--- config.mk ---
export PLATFORM = sky130hd
export DESIGN_NAME = cgbeq_ctrl
export DESIGN_NICKNAME = d
export VERILOG_FILES = /design/src/rtl/core/csr_graph_builder_edge_query_defines.svh /design/src/rtl/core/cgbeq_pkg.sv /design/src/rtl/core/cgbeq_ctrl.sv
export SDC_FILE = /design/constraint.sdc
export NUM_CORES = 1
export LEC_CHECK = 0
export BUFFER_PORTS_ARGS = -buffer_cell sky130_fd_sc_hd__buf_2
export CAP_MARGIN = 20
export CORE_ASPECT_RATIO = 1.4
export CORE_MARGIN = 1.5
export CORE_UTILIZATION = 45
export CTS_CLUSTER_DIAMETER = 40
export DETAILED_ROUTE_END_ITERATION = 6
export PLACE_DENSITY = 0.68
export SYNTH_ARGS = -nofsm -noshare
export SYNTH_HDL_FRONTEND = slang
export SYNTH_SLANG_ARGS = --single-unit
--- constraint.sdc ---
create_clock -name clk -period 2.65 [get_ports clk]
set_input_delay 0.53 -clock clk [delete_from_list [all_inputs] [get_ports clk]]
set_output_delay 0.53 -clock clk [all_outputs]
set_load 0.05 [all_outputs]
--- src/rtl/core/csr_graph_builder_edge_query_defines.svh ---
// Assertion macros for the CSR graph builder.
// Needs nothing; included by the files that carry assertions.
`ifndef CSR_GRAPH_BUILDER_EDGE_QUERY_DEFINES_SVH
`define CSR_GRAPH_BUILDER_EDGE_QUERY_DEFINES_SVH

// Same-cycle implication, disabled in reset.
`define CGBEQ_ASSERT_NOW(lbl, clk, rst, ante, cons) \
  lbl: assert property (@(posedge clk) disable iff (rst) (ante) |-> (cons)) \
    else $error("assertion failed");

// Next-cycle implication, disabled in reset.
`define CGBEQ_ASSERT_NEXT(lbl, clk, rst, ante, cons) \
  lbl: assert property (@(posedge clk) disable iff (rst) (ante) |=> (cons)) \
    else $error("assertion failed");

`endif

--- src/rtl/core/cgbeq_pkg.sv ---
// Shared types and constants for the CSR graph builder.
// No dependencies.
package cgbeq_pkg;

  localparam int MAX_V = 1024;
  localparam int MAX_E = 4096;

  localparam int VW  = 10;  // vertex index
  localparam int CW  = 11;  // vertex count
  localparam int TW  = 13;  // edge total
  localparam int OW  = 14;  // offsets, cursors
  localparam int EAW = 12;
  localparam int OAW = 11;
  localparam int CAW = 10;
  localparam int NAW = 13;

  localparam logic [1:0] ST_OK     = 2'd0;
  localparam logic [1:0] ST_FULL   = 2'd1;
  localparam logic [1:0] ST_RANGE  = 2'd2;
  localparam logic [1:0] ST_NOBLD  = 2'd3;

  typedef enum logic [5:0] {
    OP_NOP, OP_LOAD, OP_BSTART, OP_CLR,
    OP_CNT_RD, OP_CNT_EDGE, OP_CA_WR, OP_CB_RD, OP_CB_WR,
    OP_PINIT, OP_P_RD, OP_P_WR,
    OP_SINIT, OP_S_RD, OP_S_EDGE, OP_SA_WR, OP_SB_RD, OP_SB_WR,
    OP_SORT_INIT, OP_V_RD, OP_V_GET, OP_K_CHK, OP_K_KEY, OP_J_RD, OP_J_CMP,
    OP_FIN,
    OP_Q_CHK, OP_Q_R1, OP_Q_R2, OP_Q_R3, OP_Q_R4, OP_Q_BS, OP_Q_BCMP, OP_Q_FIN
  } op_t;

  typedef struct packed {
    op_t  op;
    logic busy;
    logic out_load;
  } ctrl_t;

  typedef struct packed {
    logic is_query;
    logic last;
    logic clr_last;
    logic edge_more;
    logic edge_in;
    logic vert_more;
    logic vsort_more;
    logic k_more;
    logic j_more;
    logic gt;
    logic q_ok;
    logic lt_more;
    logic lo_in;
  } dstat_t;

  typedef struct packed {
    logic [1:0]    status;
    logic          found;
    logic          built;
    logic [TW-1:0] total;
  } res_t;

endpackage

--- src/rtl/core/cgbeq_ctrl.sv ---
// Controller: sequences loads, the table build and queries.
// Depends on cgbeq_pkg; steers cgbeq_dp through op codes.
module cgbeq_ctrl (
  input  logic              clk,
  input  logic              rst,
  input  logic              in_fire,
  input  logic              out_free,
  input  cgbeq_pkg::dstat_t st,
  output cgbeq_pkg::ctrl_t  ctl
);
  import cgbeq_pkg::*;

  typedef enum logic [5:0] {
    S_IDLE, S_LOAD, S_BSTART, S_CLR,
    S_CNT_RD, S_CNT_EDGE, S_CA_WR, S_CB_RD, S_CB_WR,
    S_PINIT, S_P_RD, S_P_WR,
    S_SINIT, S_S_RD, S_S_EDGE, S_SA_WR, S_SB_RD, S_SB_WR,
    S_SORT_INIT, S_V_RD, S_V_GET, S_K_CHK, S_K_KEY, S_J_RD, S_J_CMP, S_FIN,
    S_Q_CHK, S_Q_R1, S_Q_R2, S_Q_R3, S_Q_R4, S_Q_BS, S_Q_BCMP, S_Q_FIN,
    S_DONE
  } state_t;

  state_t state;

  always_ff @(posedge clk) begin
    if (rst) begin
      state <= S_IDLE;
    end else begin
      unique case (state)
        S_IDLE:      if (in_fire) state <= st.is_query ? S_Q_CHK : S_LOAD;
        S_LOAD:      state <= st.last ? S_BSTART : S_DONE;
        S_BSTART:    state <= S_CLR;
        S_CLR:       if (st.clr_last) state <= S_CNT_RD;
        S_CNT_RD:    state <= st.edge_more ? S_CNT_EDGE : S_PINIT;
        S_CNT_EDGE:  state <= st.edge_in ? S_CA_WR : S_CNT_RD;
        S_CA_WR:     state <= S_CB_RD;
        S_CB_RD:     state <= S_CB_WR;
        S_CB_WR:     state <= S_CNT_RD;
        S_PINIT:     state <= S_P_RD;
        S_P_RD:      state <= st.vert_more ? S_P_WR : S_SINIT;
        S_P_WR:      state <= S_P_RD;
        S_SINIT:     state <= S_S_RD;
        S_S_RD:      state <= st.edge_more ? S_S_EDGE : S_SORT_INIT;
        S_S_EDGE:    state <= st.edge_in ? S_SA_WR : S_S_RD;
        S_SA_WR:     state <= S_SB_RD;
        S_SB_RD:     state <= S_SB_WR;
        S_SB_WR:     state <= S_S_RD;
        S_SORT_INIT: state <= S_V_RD;
        S_V_RD:      state <= st.vsort_more ? S_V_GET : S_FIN;
        S_V_GET:     state <= S_K_CHK;
        S_K_CHK:     state <= st.k_more ? S_K_KEY : S_V_RD;
        S_K_KEY:     state <= S_J_RD;
        S_J_RD:      state <= st.j_more ? S_J_CMP : S_K_CHK;
        S_J_CMP:     state <= st.gt ? S_J_RD : S_K_CHK;
        S_FIN:       state <= S_DONE;
        S_Q_CHK:     state <= st.q_ok ? S_Q_R1 : S_DONE;
        S_Q_R1:      state <= S_Q_R2;
        S_Q_R2:      state <= S_Q_R3;
        S_Q_R3:      state <= S_Q_R4;
        S_Q_R4:      state <= S_Q_BS;
        S_Q_BS:      state <= st.lt_more ? S_Q_BCMP : (st.lo_in ? S_Q_FIN : S_DONE);
        S_Q_BCMP:    state <= S_Q_BS;
        S_Q_FIN:     state <= S_DONE;
        S_DONE:      if (out_free) state <= S_IDLE;
        default:     state <= S_IDLE;
      endcase
    end
  end

  always_comb begin
    ctl.busy     = (state != S_IDLE);
    ctl.out_load = (state == S_DONE) && out_free;
    unique case (state)
      S_LOAD:      ctl.op = OP_LOAD;
      S_BSTART:    ctl.op = OP_BSTART;
      S_CLR:       ctl.op = OP_CLR;
      S_CNT_RD:    ctl.op = OP_CNT_RD;
      S_CNT_EDGE:  ctl.op = OP_CNT_EDGE;
      S_CA_WR:     ctl.op = OP_CA_WR;
      S_CB_RD:     ctl.op = OP_CB_RD;
      S_CB_WR:     ctl.op = OP_CB_WR;
      S_PINIT:     ctl.op = OP_PINIT;
      S_P_RD:      ctl.op = OP_P_RD;
      S_P_WR:      ctl.op = OP_P_WR;
      S_SINIT:     ctl.op = OP_SINIT;
      S_S_RD:      ctl.op = OP_S_RD;
      S_S_EDGE:    ctl.op = OP_S_EDGE;
      S_SA_WR:     ctl.op = OP_SA_WR;
      S_SB_RD:     ctl.op = OP_SB_RD;
      S_SB_WR:     ctl.op = OP_SB_WR;
      S_SORT_INIT: ctl.op = OP_SORT_INIT;
      S_V_RD:      ctl.op = OP_V_RD;
      S_V_GET:     ctl.op = OP_V_GET;
      S_K_CHK:     ctl.op = OP_K_CHK;
      S_K_KEY:     ctl.op = OP_K_KEY;
      S_J_RD:      ctl.op = OP_J_RD;
      S_J_CMP:     ctl.op = OP_J_CMP;
      S_FIN:       ctl.op = OP_FIN;
      S_Q_CHK:     ctl.op = OP_Q_CHK;
      S_Q_R1:      ctl.op = OP_Q_R1;
      S_Q_R2:      ctl.op = OP_Q_R2;
      S_Q_R3:      ctl.op = OP_Q_R3;
      S_Q_R4:      ctl.op = OP_Q_R4;
      S_Q_BS:      ctl.op = OP_Q_BS;
      S_Q_BCMP:    ctl.op = OP_Q_BCMP;
      S_Q_FIN:     ctl.op = OP_Q_FIN;
      default:     ctl.op = OP_NOP;
    endcase
  end
endmodule

==> flow_metrics.tcl <==
set metrics [dict create \
    status "complete, no violations" \
    slew_headroom_pct 56.57 \
    cts.sinks 12 \
    skew_ns 0.005687 \
    leakage_nw 0.4920 \
    synth_edf_count 0 \
    synthCells 152 \
    wl_per_cell_um 16.35 \
    ir_worst_vdd_v 0.0007815 \
    routed_wl_um 3335 \
    crit_fanout 19 \
    syn_nets 169 \
    pin_count 25 \
    die_h_um 62.36 \
    yosysSeqAreaShare_pct 21.22 \
    tns_ns 0 \
    worst_slew_pin_slew_ns 0.6505 \
    area_growth_syn_to_layout_pct 12.82 \
    dr.pass1.iters 6 \
    placement_rows 21 \
    tritoncts "yes" \
    hold_violations 0 \
    antenna_found_initial 0 \
    ys.flop_type "dfxtp_1" \
    whs_ns 0.4588 \
    post_cts_resized 0 \
    async_flop_share_pct 0 \
    grt_max_degree 27 \
    crit_required_ns 2.12 \
    critPathKind "flop to primary output" \
    cts_inserted_buffers 3 \
    grt_pass1_wl_um 5664 \
    grt_use_total_pct 26.29 \
    core_region_area_um2 2391 \
    via_per_inst 6.358 \
    diodes 0 \
    nNetsFinal 189 \
    cts_setup_buffers 0 \
    hpwl_um 2473 \
    pwr_density_cell_nw_per_um2 1123 \
    vias 1297 \
    setup_ws_ns 0.2782 \
    critPathLaunchType "flop" \
    h-tree-depth 1 \
    fin_crit_sh_pct 89.50 \
    syn-cell-area_um2 1132 \
    grt_setup_unrepaired "no" \
    stdcell_area_um2 1277 \
    place.gp.congestion 0.9565 \
    cts_root_buf "clkbuf_4" \
    synthDistinctLibCells 52 \
    maxCapViolations 0 \
    grt_overflow_total 0 \
    clock_latency_ns 0.28 \
    maxSlewViolCount 0 \
    setup_viol 0 \
    cts_hold_buf 0 \
    die-area_um2 2831 \
    cts_buffer_depth 2 \
    io_buffer_count 24 \
    ys_warn_count 0 \
    avgSynthCellArea_um2 7.450 \
    endpoint_kind "primary output" \
    max_freq_mhz 421.6 \
    drt_iter0_markers 45 \
    drc 0 \
    dpl_worst_slack_ns 0.6100 \
    hold_class "input pin to flop" \
    die_x_um 45.40 \
    ant_nets 0 \
    place_area_um2 1255 \
    drive_gt1_share_pct 24.12 \
    critPathArrivalTime_ns 1.84 \
    ys_ff_latch 12 \
    start_util_pct 47.36 \
    finalWorstPathRequiredPeriod_ns 2.372 \
    grt_pass1_vias 1264 \
    cts.clk_slew.worst_paths_ns 0.08 \
]
==> cell type report <==
| cell class | instances | area [um^2] |
|---|---|---|
| fill | 242 | 1114 |
| multi-input combinational | 121 | 799.5 |
| sequential | 12 | 240.2 |
| timing repair buffer | 28 | 150.1 |
| tap | 34 | 42.54 |
| clock buffer | 3 | 22.52 |
| inverter | 6 | 22.52 |
==> path summary, 6_finish.rpt <==
check,slack (ns),startpoint,cells after the start,endpoint
max,0.28,state[4]$_SDFFE_PP0N_,3,ctl[0]
min,0.46,rst,2,ctl[3]$_SDFF_PN0_
max reg2reg,0.63,state[4]$_SDFFE_PP0N_,5,ctl[5]$_SDFF_PN0_
min reg2reg,0.83,state[2]$_SDFFE_PP0N_,3,state[3]$_SDFFE_PP0N_
==> logic make-up (layout without fill, tap and decap cells) <==
| group | after synthesis | after routing | share of synthesized area (%) |
|---|---|---|---|
| buffers and inverters | 19 | 37 | 8.176 |
| multiplexers | 1 | 1 | 0.8840 |
| XOR/XNOR | 3 | 3 | 2.321 |
| AO/OA/AOI/OAI | 48 | 48 | 31.71 |
| flip-flops | 12 | 12 | 21.22 |
| AND/OR/NAND/NOR | 69 | 69 | 35.69 |
==> registers in the layout (all words and copies together), names as in the netlist <==
signal	count
state	6
ctl	6
==> Yosys cell counts, types with 3 or more instances <==
cell       n  area (um^2)
buf_2     11        55.05
a21oi_1    6        30.03
o21ai_0    5        25.02
inv_1      6        22.52
a31oi_1   10        62.56
o31a_1     3        26.28
nor3_1     8        40.04
nor2_1    13        48.80
nand2_1   12        45.04
dfxtp_1   12        240.2
nand4_1    4        25.02
nand2b_1   9        56.30
==> routing by layer <==
layer  GRT usage, %  up-vias  share of wire, %
li1               -      616                 -
met4          13.97        0               2.7
met1          33.81      592                40
met5              0        -                 0
met3          5.233       10               7.5
met2          39.61       79                50
==> per-stage QoR <==
stage               util (%)  total power, mW  std cells
floorplan                  -            1.106        152
global placement       52.49            1.292        201
detailed placement     52.49            1.298        201
CTS                    53.43            1.421        204
global route           53.43            1.534        204
finish                 53.43            1.434        204
==> cell usage in the layout, fill, tap and decap left out, drive strengths merged, types with 4 or more instances in the layout <==
cell and n:
a21oi 6, a31oi 10, buf 28, dfxtp 12
inv 6, nand2 12, nand2b 9, nand4 4
nor2 13, nor3 9, o21ai 5
==> power breakdown <==
group          internal [mW]  leakage (nW)  switching [mW]  total, mW
Combinational          0.356         0.380           0.614      0.970
Sequential             0.240        0.0983           0.104      0.344
Clock                 0.0528        0.0138          0.0672      0.120
Total                  0.649         0.492           0.785       1.43
==> critical path, cell delays in order (launching register included) <==
cell and delay (ns):
dfxtp_1 0.52, or4_4 0.59, nor3_1 0.16, buf_2 0.28
No activity file was read; power rests on OpenSTA's default activity.
